==> config.mk <==
export PLATFORM = sky130hd
export DESIGN_NAME = lru_page_replacement
export DESIGN_NICKNAME = d
export VERILOG_FILES = /design/src/sv/lpr_pkg.sv /design/src/sv/lpr_frame_mem.sv /design/src/sv/lpr_engine.sv /design/src/sv/lru_page_replacement.sv
export VERILOG_INCLUDE_DIRS = /design/src /design/src/sv
export SDC_FILE = /design/constraint.sdc
export NUM_CORES = 1
export LEC_CHECK = 0
export BUFFER_PORTS_ARGS = -buffer_cell sky130_fd_sc_hd__buf_2
export CAP_MARGIN = 20
export CORE_MARGIN = 8
export CORE_UTILIZATION = 43
export CTS_CLUSTER_DIAMETER = 120
export DETAILED_ROUTE_END_ITERATION = 7
export PLACE_DENSITY_LB_ADDON = 0.05
export RECOVER_POWER = 100
export SETUP_SLACK_MARGIN = 0.15
export SKIP_LAST_GASP = 1
export SYNTH_ARGS = -nofsm -noshare
export SYNTH_HDL_FRONTEND = slang
export SYNTH_SLANG_ARGS = --single-unit
==> constraint.sdc <==
create_clock -name clk -period 7.85 [get_ports clk]
set_input_delay 0.3925 -clock clk [delete_from_list [all_inputs] [get_ports clk]]
set_output_delay 0.3925 -clock clk [all_outputs]
set_load 0.01 [all_outputs]
==> src/sv/lru_page_replacement_defines.svh <==
// ----------------------------------------------------------------------------
// LRU page replacement assertion macros
// Shared property shorthands for the checks at the end of the top level.
// ----------------------------------------------------------------------------
`ifndef LRU_PAGE_REPLACEMENT_DEFINES_SVH
`define LRU_PAGE_REPLACEMENT_DEFINES_SVH

// same-cycle implication, disabled during reset
`define LPR_ASSERT_IMPLIES(label, clk, rst_n, ante, cons, msg) \
	label: assert property (@(posedge clk) disable iff (!(rst_n)) (ante) |-> (cons)) \
		else $error(msg);

// next-cycle implication, disabled during reset
`define LPR_ASSERT_NEXT(label, clk, rst_n, ante, cons, msg) \
	label: assert property (@(posedge clk) disable iff (!(rst_n)) (ante) |=> (cons)) \
		else $error(msg);

`endif

==> src/sv/lpr_pkg.sv <==
// ----------------------------------------------------------------------------
// lpr_pkg
// Types and fixed constants shared by the LRU page replacement block.
// ----------------------------------------------------------------------------
package lpr_pkg;

	// width and reset value of the frame count register
	localparam int unsigned FRAMES_W = 5;
	localparam logic [FRAMES_W-1:0] FRAMES_RESET = 5'd4;

	// width of the reported frame index
	localparam int unsigned FRAME_IDX_W = 4;

	// engine sequencer
	typedef enum logic [1:0] {
		ST_IDLE,
		ST_SCAN,
		ST_UPDATE,
		ST_DONE
	} lpr_state_t;

	// engine status seen by the top level
	typedef struct packed {
		logic busy;
		logic result_pending;
	} lpr_status_t;

endpackage

==> src/sv/lpr_frame_mem.sv <==
// ----------------------------------------------------------------------------
// lpr_frame_mem
// Frame table storage: one write port, one read port, registered read data.
// ----------------------------------------------------------------------------
module lpr_frame_mem #(
	parameter int unsigned DEPTH = 16,
	parameter int unsigned WIDTH = 20,
	parameter int unsigned AW    = 4
) (
	input  logic             clk,
	input  logic             wr_en,
	input  logic [AW-1:0]    wr_addr,
	input  logic [WIDTH-1:0] wr_data,
	input  logic             rd_en,
	input  logic [AW-1:0]    rd_addr,
	output logic [WIDTH-1:0] rd_data
);

	logic [WIDTH-1:0] mem [DEPTH];
	logic [WIDTH-1:0] rd_data_q;

	// write entry
	always_ff @(posedge clk) begin
		if (wr_en) begin
			mem[wr_addr] <= wr_data;
		end
	end

	// read entry into the registered read data
	always_ff @(posedge clk) begin
		if (rd_en) begin
			rd_data_q <= mem[rd_addr];
		end
	end

	assign rd_data = rd_data_q;

endmodule

==> src/sv/lpr_engine.sv <==
// ----------------------------------------------------------------------------
// lpr_engine
// Reference sequencer: scan pass for lookup and victim, update pass for ranks,
// running counts, then the output register.
// ----------------------------------------------------------------------------
module lpr_engine #(
	parameter int unsigned MAX_FRAMES = 16,
	parameter int unsigned PAGE_BITS  = 16,
	parameter int unsigned COUNT_BITS = 32,
	parameter int unsigned IDX_W      = 4,
	parameter int unsigned CNT_W      = 5
) (
	input  logic                             clk,
	input  logic                             arst_n,
	input  logic [CNT_W-1:0]                 n_active,
	// input channel
	input  logic                             in_valid,
	output logic                             in_stall,
	input  logic [PAGE_BITS-1:0]             page_number,
	input  logic                             last_reference,
	// output channel
	output logic                             out_valid,
	input  logic                             out_stall,
	output logic                             hit,
	output logic [lpr_pkg::FRAME_IDX_W-1:0]  frame_index,
	output logic                             evicted_valid,
	output logic [PAGE_BITS-1:0]             evicted_page,
	output logic [COUNT_BITS-1:0]            hit_total,
	output logic [COUNT_BITS-1:0]            fault_total,
	output logic                             end_of_string,
	// frame memory
	output logic                             mem_re,
	output logic [IDX_W-1:0]                 mem_ra,
	output logic                             mem_we,
	output logic [IDX_W-1:0]                 mem_wa,
	output logic [PAGE_BITS+IDX_W-1:0]       mem_wd,
	input  logic [PAGE_BITS+IDX_W-1:0]       mem_rd,
	// status
	output lpr_pkg::lpr_status_t             status
);

	import lpr_pkg::*;

	localparam logic [IDX_W-1:0] RANK_MAX = IDX_W'(MAX_FRAMES - 1);

	lpr_state_t state_q, state_d;

	logic [CNT_W-1:0]      rd_i_q;
	logic                  rd_v_s1;
	logic [IDX_W-1:0]      idx_s1;

	logic [PAGE_BITS-1:0]  pg_q;
	logic                  last_q;
	logic                  found_q;
	logic [IDX_W-1:0]      hit_k_q;
	logic [IDX_W-1:0]      hit_rank_q;
	logic                  empty_q;
	logic [IDX_W-1:0]      empty_k_q;
	logic [IDX_W-1:0]      best_q;
	logic [IDX_W-1:0]      vic_k_q;
	logic [PAGE_BITS-1:0]  vic_page_q;
	logic [IDX_W-1:0]      k_q;
	logic [MAX_FRAMES-1:0] valid_q;
	logic [COUNT_BITS-1:0] hit_cnt_q;
	logic [COUNT_BITS-1:0] fault_cnt_q;

	logic                  out_valid_q;
	logic                  hit_q;
	logic [IDX_W-1:0]      frame_q;
	logic                  ev_valid_q;
	logic [PAGE_BITS-1:0]  ev_page_q;
	logic [COUNT_BITS-1:0] hit_tot_q;
	logic [COUNT_BITS-1:0] fault_tot_q;
	logic                  eos_q;

	logic                  in_pass;
	logic                  issue;
	logic                  pass_end;
	logic                  in_accept;
	logic                  out_load;
	logic                  ent_valid;
	logic [PAGE_BITS-1:0]  ent_page;
	logic [IDX_W-1:0]      ent_rank;
	logic [IDX_W-1:0]      k_sel;
	logic [IDX_W-1:0]      rank_lim;
	logic [IDX_W-1:0]      upd_rank;
	logic [PAGE_BITS-1:0]  upd_page;
	logic                  ev_valid;

	// pass control
	assign in_pass   = (state_q == ST_SCAN) || (state_q == ST_UPDATE);
	assign issue     = in_pass && (rd_i_q < n_active);
	assign pass_end  = in_pass && !issue && !rd_v_s1;
	assign in_accept = in_valid && (state_q == ST_IDLE);
	assign out_load  = (state_q == ST_DONE) && (!out_valid_q || !out_stall);

	// read entry as seen through its valid bit; empty frames read as zero
	always_comb begin
		ent_valid = valid_q[idx_s1];
		ent_page  = ent_valid ? mem_rd[PAGE_BITS+IDX_W-1:IDX_W] : '0;
		ent_rank  = ent_valid ? mem_rd[IDX_W-1:0] : '0;
	end

	// choose the frame and compute the update for the entry in flight
	always_comb begin
		if (found_q) begin
			k_sel    = hit_k_q;
			rank_lim = hit_rank_q;
		end else begin
			k_sel    = empty_q ? empty_k_q : vic_k_q;
			rank_lim = RANK_MAX;
		end
		if (idx_s1 == k_q) begin
			upd_rank = '0;
			upd_page = found_q ? ent_page : pg_q;
		end else begin
			upd_rank = (ent_valid && (ent_rank < rank_lim)) ? ent_rank + 1'b1 : ent_rank;
			upd_page = ent_page;
		end
		ev_valid = !found_q && !empty_q;
	end

	// next state
	always_comb begin
		state_d = state_q;
		case (state_q)
			ST_IDLE: begin
				if (in_valid) state_d = ST_SCAN;
			end
			ST_SCAN: begin
				if (pass_end) state_d = ST_UPDATE;
			end
			ST_UPDATE: begin
				if (pass_end) state_d = ST_DONE;
			end
			ST_DONE: begin
				if (out_load) state_d = ST_IDLE;
			end
			default: state_d = ST_IDLE;
		endcase
	end

	// state outputs
	always_comb begin
		in_stall              = (state_q != ST_IDLE);
		mem_re                = issue;
		mem_ra                = rd_i_q[IDX_W-1:0];
		mem_we                = (state_q == ST_UPDATE) && rd_v_s1;
		mem_wa                = idx_s1;
		mem_wd                = {upd_page, upd_rank};
		status.busy           = (state_q != ST_IDLE);
		status.result_pending = (state_q == ST_DONE);
	end

	// advance the sequencer and the read pipe
	always_ff @(posedge clk or negedge arst_n) begin
		if (!arst_n) begin
			state_q <= ST_IDLE;
			rd_i_q  <= '0;
			rd_v_s1 <= 1'b0;
		end else begin
			state_q <= state_d;
			rd_v_s1 <= issue;
			if (in_accept || pass_end) begin
				rd_i_q <= '0;
			end else if (issue) begin
				rd_i_q <= rd_i_q + 1'b1;
			end
		end
	end

	always_ff @(posedge clk) begin
		idx_s1 <= rd_i_q[IDX_W-1:0];
	end

	// capture the beat and gather lookup results over the scan pass
	always_ff @(posedge clk or negedge arst_n) begin
		if (!arst_n) begin
			found_q <= 1'b0;
			empty_q <= 1'b0;
		end else if (in_accept) begin
			found_q <= 1'b0;
			empty_q <= 1'b0;
		end else if ((state_q == ST_SCAN) && rd_v_s1) begin
			if (ent_valid && (ent_page == pg_q) && !found_q) found_q <= 1'b1;
			if (!ent_valid && !empty_q) empty_q <= 1'b1;
		end
	end

	always_ff @(posedge clk) begin
		if (in_accept) begin
			pg_q   <= page_number;
			last_q <= last_reference;
		end
		if ((state_q == ST_SCAN) && rd_v_s1) begin
			if (ent_valid && (ent_page == pg_q) && !found_q) begin
				hit_k_q    <= idx_s1;
				hit_rank_q <= ent_rank;
			end
			if (!ent_valid && !empty_q) begin
				empty_k_q <= idx_s1;
			end
			// highest rank wins, lowest index on ties
			if ((idx_s1 == '0) || (ent_rank > best_q)) begin
				best_q     <= ent_rank;
				vic_k_q    <= idx_s1;
				vic_page_q <= ent_page;
			end
		end
		if ((state_q == ST_SCAN) && pass_end) begin
			k_q <= k_sel;
		end
	end

	// mark frame valid and bump the saturating counts at the end of the update
	always_ff @(posedge clk or negedge arst_n) begin
		if (!arst_n) begin
			valid_q     <= '0;
			hit_cnt_q   <= '0;
			fault_cnt_q <= '0;
		end else if ((state_q == ST_UPDATE) && pass_end) begin
			valid_q[k_q] <= 1'b1;
			if (found_q) begin
				if (hit_cnt_q != '1) hit_cnt_q <= hit_cnt_q + 1'b1;
			end else begin
				if (fault_cnt_q != '1) fault_cnt_q <= fault_cnt_q + 1'b1;
			end
		end
	end

	// output register: load a finished result, drop it once taken
	always_ff @(posedge clk or negedge arst_n) begin
		if (!arst_n) begin
			out_valid_q <= 1'b0;
		end else if (out_load) begin
			out_valid_q <= 1'b1;
		end else if (!out_stall) begin
			out_valid_q <= 1'b0;
		end
	end

	// hold the counts with the beat so a stalled result does not change
	always_ff @(posedge clk) begin
		if (out_load) begin
			hit_q       <= found_q;
			frame_q     <= k_q;
			ev_valid_q  <= ev_valid;
			ev_page_q   <= ev_valid ? vic_page_q : '0;
			hit_tot_q   <= hit_cnt_q;
			fault_tot_q <= fault_cnt_q;
			eos_q       <= last_q;
		end
	end

	assign out_valid     = out_valid_q;
	assign hit           = hit_q;
	assign frame_index   = FRAME_IDX_W'(frame_q);
	assign evicted_valid = ev_valid_q;
	assign evicted_page  = ev_page_q;
	assign hit_total     = hit_tot_q;
	assign fault_total   = fault_tot_q;
	assign end_of_string = eos_q;

endmodule

==> src/sv/lru_page_replacement.sv <==
// ----------------------------------------------------------------------------
// lru_page_replacement
// Fully associative LRU page frame engine with saturating hit/fault counts.
// ----------------------------------------------------------------------------
// Each page reference is accepted, walked through a scan pass and an update
// pass, and then has its result loaded into the output register; the engine
// then returns to idle to take the next reference. Each pass issues one read
// per frame in use, drains the last read and then closes the pass. The frame
// table lives in one single-port-read memory, so the block walks it twice per
// reference: a scan pass for hit lookup, first empty frame and LRU victim,
// then a read-modify-write pass that ages the recency ranks. One reference is
// in work at a time; a new one is taken while the previous result still sits
// in the output register, and the engine holds its finished result, with the
// input stalled, until that register is free. Frame valid bits are flops
// cleared by reset, so no clearing pass is needed. frames_in_use of 0 acts as
// 1 and values above MAX_FRAMES act as MAX_FRAMES; write it only while the
// block is idle.
// ----------------------------------------------------------------------------
`include "lru_page_replacement_defines.svh"

module lru_page_replacement #(
	parameter int unsigned MAX_FRAMES = 16,
	parameter int unsigned PAGE_BITS  = 16,
	parameter int unsigned COUNT_BITS = 32
) (
	input  logic                             clk,
	input  logic                             arst_n,
	// configuration
	input  logic                             cfg_valid,
	output logic                             cfg_ready,
	input  logic [lpr_pkg::FRAMES_W-1:0]     frames_in_use,
	// reference input
	input  logic                             in_valid,
	output logic                             in_stall,
	input  logic [PAGE_BITS-1:0]             page_number,
	input  logic                             last_reference,
	// result output
	output logic                             out_valid,
	input  logic                             out_stall,
	output logic                             hit,
	output logic [lpr_pkg::FRAME_IDX_W-1:0]  frame_index,
	output logic                             evicted_valid,
	output logic [PAGE_BITS-1:0]             evicted_page,
	output logic [COUNT_BITS-1:0]            hit_total,
	output logic [COUNT_BITS-1:0]            fault_total,
	output logic                             end_of_string
);

	import lpr_pkg::*;

	localparam int unsigned IDX_W = (MAX_FRAMES > 1) ? $clog2(MAX_FRAMES) : 1;
	localparam int unsigned CNT_W = $clog2(MAX_FRAMES + 1);
	localparam int unsigned ENT_W = PAGE_BITS + IDX_W;

	logic [FRAMES_W-1:0] frames_q;
	logic [CNT_W-1:0]    n_active;
	logic                mem_re;
	logic [IDX_W-1:0]    mem_ra;
	logic                mem_we;
	logic [IDX_W-1:0]    mem_wa;
	logic [ENT_W-1:0]    mem_wd;
	logic [ENT_W-1:0]    mem_rd;
	lpr_status_t         status;

	// frame count register
	assign cfg_ready = 1'b1;

	always_ff @(posedge clk or negedge arst_n) begin
		if (!arst_n) begin
			frames_q <= FRAMES_RESET;
		end else if (cfg_valid && cfg_ready) begin
			frames_q <= frames_in_use;
		end
	end

	// clamp the frame count to 1..MAX_FRAMES
	always_comb begin
		if (frames_q == '0) begin
			n_active = CNT_W'(1);
		end else if (32'(frames_q) > MAX_FRAMES) begin
			n_active = CNT_W'(MAX_FRAMES);
		end else begin
			n_active = CNT_W'(frames_q);
		end
	end

	lpr_engine #(
		.MAX_FRAMES (MAX_FRAMES),
		.PAGE_BITS  (PAGE_BITS),
		.COUNT_BITS (COUNT_BITS),
		.IDX_W      (IDX_W),
		.CNT_W      (CNT_W)
	) u_engine (
		.clk            (clk),
		.arst_n         (arst_n),
		.n_active       (n_active),
		.in_valid       (in_valid),
		.in_stall       (in_stall),
		.page_number    (page_number),
		.last_reference (last_reference),
		.out_valid      (out_valid),
		.out_stall      (out_stall),
		.hit            (hit),
		.frame_index    (frame_index),
		.evicted_valid  (evicted_valid),
		.evicted_page   (evicted_page),
		.hit_total      (hit_total),
		.fault_total    (fault_total),
		.end_of_string  (end_of_string),
		.mem_re         (mem_re),
		.mem_ra         (mem_ra),
		.mem_we         (mem_we),
		.mem_wa         (mem_wa),
		.mem_wd         (mem_wd),
		.mem_rd         (mem_rd),
		.status         (status)
	);

	lpr_frame_mem #(
		.DEPTH (MAX_FRAMES),
		.WIDTH (ENT_W),
		.AW    (IDX_W)
	) u_frame_mem (
		.clk     (clk),
		.wr_en   (mem_we),
		.wr_addr (mem_wa),
		.wr_data (mem_wd),
		.rd_en   (mem_re),
		.rd_addr (mem_ra),
		.rd_data (mem_rd)
	);

	// an accepted reference keeps the input stalled on the next cycle
	`LPR_ASSERT_NEXT(a_accept_then_busy, clk, arst_n, in_valid && !in_stall, in_stall && status.busy, "input not stalled after accepted beat")

	// a new result only appears out of the result-pending step
	`LPR_ASSERT_IMPLIES(a_result_source, clk, arst_n, $rose(out_valid), $past(status.result_pending), "result appeared without a finished reference")

	// a hit never evicts
	`LPR_ASSERT_IMPLIES(a_hit_no_evict, clk, arst_n, out_valid, !(hit && evicted_valid), "hit reported with an eviction")

endmodule

==> flow_metrics.tcl <==
set metrics [dict create \
    worstPathArrival_ns 5.75 \
    pre_cts_ws_ns 3.070 \
    synth_cells 1200 \
    drive_above_1_share 0.1653 \
    power_density_nw_per_um2 343.8 \
    synth_area_per_cell_um2 18.99 \
    num_rows 84 \
    end_kind "register" \
    syn_to_final_growth_pct 14.80 \
    seq_area_um2 17020 \
    n_antenna_cell 0 \
    min_period_over_period 0.6896 \
    grt_pass1_wl_mm 78.06 \
    multi_input_area_um2 5522 \
    port_buffers 115 \
    final_hold_viol_count 0 \
    clkTransAtPathRegs_ns 0.06 \
    synth_cell_type_count 51 \
    tightest_slew_ns 3.738 \
    syn_area_um2 22790 \
    yosys-top-cells-area "edfxtp_1, dfrtp_1, mux4_2" \
    hold_start "out_stall" \
    nFillCells 4397 \
    htree_num_levels 2 \
    die_x_um 246.2 \
    r2r_end "u_frame_mem.rd_data[9]" \
    place_area_um2 24350 \
    required_ns 8.19 \
    synthFlopType "edfxtp_1" \
    setup_viol 0 \
    path_cells "clkbuf_1 > mux4_2 > mux4_2" \
    path_class "reg -> reg" \
    slowest_stage "clkbuf_1" \
    grt_pass1_vias 11820 \
    grt_use_total 0.1734 \
    gp_congestion 0.7720 \
    vias 11390 \
    nets 1432 \
    cpPeakStageDelay_ns 2.64 \
    cts_buffers 61 \
    cts_root_buf "clkbuf_16" \
    reg2reg_depth 3 \
    cts_tree "yes" \
    synth_edf_count 484 \
    wl_per_cell_um 24.70 \
    post-route-min-period_ns 5.414 \
    leakage_nw 9.075 \
    cp_common_cell "mux4_2" \
    hold_depth 2 \
    crit_fanout 52 \
    dp_hpwl_mm 29.85 \
    fin_ws_ns 2.436 \
    fin_skew_ns 0.01778 \
    cts_sinks 584 \
    drtAntennaViolNets 0 \
    yosys.area.top_type "edfxtp_1" \
    maxSlewViolCount 713 \
    coreArea_um2 52450 \
    dieArea_um2 60630 \
    synth_top_area_share 0.6377 \
    violations "max-capacitance violations, max-slew violations" \
    die_h_um 246.2 \
    clkLatencyLatePin_ns 0.62 \
    ir_drop_uv 180.4 \
    drc 0 \
    reg2reg_from "u_engine.rd_i_q[1]" \
    rrSetupSlack_ns 2.44 \
    ys_seq_area_frac 0.7467 \
    vias_per_cell 5.369 \
    antenna_found_initial 0 \
    rsz0062_at_grt "no" \
    routed_wirelength_mm 52.41 \
    slew_headroom -1.492 \
    grt_overflow_total 0 \
    post-cts-setup-buffers 0 \
    ys_warn_count 0 \
    dr.pass1.iters 5 \
    grt_max_degree 67 \
    ys_ff_latch 584 \
    final_cell_area_um2 26170 \
    fmax_mhz 184.7 \
    maxCapViolCount 26 \
    worst_setup_path_start_kind "register" \
    status "complete, but fails checks" \
    start_util 0.4346 \
    num_io_pins 117 \
    tns_ns 0 \
    hold_end "u_engine.out_valid" \
    hold_class "in -> reg" \
    syn_nets 1247 \
    async_reset_ff_frac 0.1644 \
    whs_ns 0.02355 \
    drt_iter0_drc 767 \
    cts_buffer_depth 3 \
]
## report_power, final
group	switching (W)	internal [W]	total (W)
Combinational	0.00113	0.000806	0.00194
Clock	0.00117	0.00161	0.00278
Sequential	0.000248	0.00403	0.00428
Total	0.00255	0.00645	0.00900
## worst max-delay path by stage
stage	slack, ns	from	cells past startpoint	endpoint
3_3_place_gp	3.20	u_engine.mem_wa[2]	11	u_frame_mem.mem[14][3]
3_5_place_dp	3.07	u_engine.mem_wa[2]	11	u_frame_mem.mem[4][3]
5_1_grt	1.50	arst_n	3	u_engine.hit_cnt_q[12]
4_1_cts	3.00	u_engine.mem_wa[2]	11	u_frame_mem.mem[5][3]
6_report	2.44	u_engine.rd_i_q[1]	3	u_frame_mem.rd_data[9]
2_1_floorplan	0.32	u_engine.state_q[1]	2	u_engine.end_of_string
## per-layer routing
metal,track usage,share of wire,up-vias
met5,0,0,-
met4,0.05174,0.022,0
met3,0.02707,0.046,82
met2,0.2851,0.49,244
met1,0.2375,0.44,5970
li1,-,-,5097
## state kept, by name (all words and copies together) (netlist names), 2 cells and up
| signal | cells |
|---|---|
| u_frame_mem.mem | 320 |
| u_engine.fault_cnt_q | 32 |
| u_engine.fault_total | 32 |
| u_engine.hit_cnt_q | 32 |
| u_engine.hit_total | 32 |
| u_frame_mem.rd_data | 20 |
| u_engine.evicted_page | 16 |
| u_engine.pg_q | 16 |
| u_engine.valid_q | 16 |
| u_engine.vic_page_q | 16 |
| frames_q | 5 |
| u_engine.rd_i_q | 5 |
| u_engine.best_q | 4 |
| u_engine.empty_k_q | 4 |
| u_engine.frame_index | 4 |
| u_engine.hit_k_q | 4 |
| u_engine.hit_rank_q | 4 |
| u_engine.k_q | 4 |
| u_engine.mem_wa | 4 |
| u_engine.vic_k_q | 4 |
| u_engine.state_q | 2 |
## cells in the mapped netlist (5+ instances only)
cell	count
mux2_2	22
nor3_1	12
nor2_1	52
xor2_1	27
and2_4	13
a31o_2	5
clkbuf_1	21
and2_1	26
mux4_2	104
nand2_1	50
buf_4	5
inv_1	15
ha_1	20
mux2i_1	10
nand3_1	22
o21bai_1	12
and4_1	7
o21ai_0	10
nor2b_1	8
nand2b_1	6
nand4_1	36
buf_2	13
xnor2_1	60
edfxtp_1	484
dfrtp_1	95
and3_1	20
## cells by family (layout without fill, tap and decap cells)
family                   count (synthesis)  after routing  share of synthesized area
flip-flops                             584            584                     0.7467
AO/OA/AOI/OAI                           49             49                    0.01581
adder cells (fa/ha/maj)                 20             20                    0.01098
multiplexers                           136            136                     0.1180
other                                    1              1                  0.0001645
AND/OR/NAND/NOR                        266            266                    0.06368
buffers and inverters                   57            291                    0.01125
XOR/XNOR                                87             87                    0.03343
## cells in the final DEF (no fill, tap or decap), types with 12 or more instances in the layout
cell / instances
buf_2: 17
dlygate4sd3_1: 19
ha_1: 20
xnor2_1: 60
o21bai_1: 12
inv_1: 15
and2_0: 35
xor2_1: 27
dfrtp_1: 94
mux4_2: 104
nand4_1: 36
and3_1: 20
clkbuf_1: 140
nor2_1: 43
mux2_1: 16
nand3_1: 22
nand2_1: 50
clkbuf_16: 64
edfxtp_1: 484
## stage by stage
stage          total power (W)    util  cells
2_1_floorplan         0.005636       -   1200
3_3_place_gp          0.006344  0.4642   1990
3_5_place_dp          0.006361  0.4642   1990
4_1_cts               0.009174  0.5049   2121
5_1_grt               0.009412  0.4989   2122
6_report              0.008996  0.4989   2122
## area by class of cell
cell class / count / share of cell area
Timing Repair Buffer: 164 / 0.02917
Inverter: 15 / 0.002152
Multi-Input combinational cell: 559 / 0.2110
Clock buffer: 89 / 0.06900
Clock inverter: 23 / 0.005308
Sequential cell: 584 / 0.6504
Tap cell: 688 / 0.03290
## timing repair
| action | CTS | global route |
|---|---|---|
| endpoints found under the hold margin | 47 | 0 |
| gates resized for setup | 0 | 0 |
| hold buffers | 19 | 0 |
## critical path, delay by kind of cell (launching register included)
kind,cells,cell delay [ns]
muxes,2,1.00
DFF,1,1.45
buffers and inverters,1,2.64
Note: power is estimated with default switching activity, not from simulation.
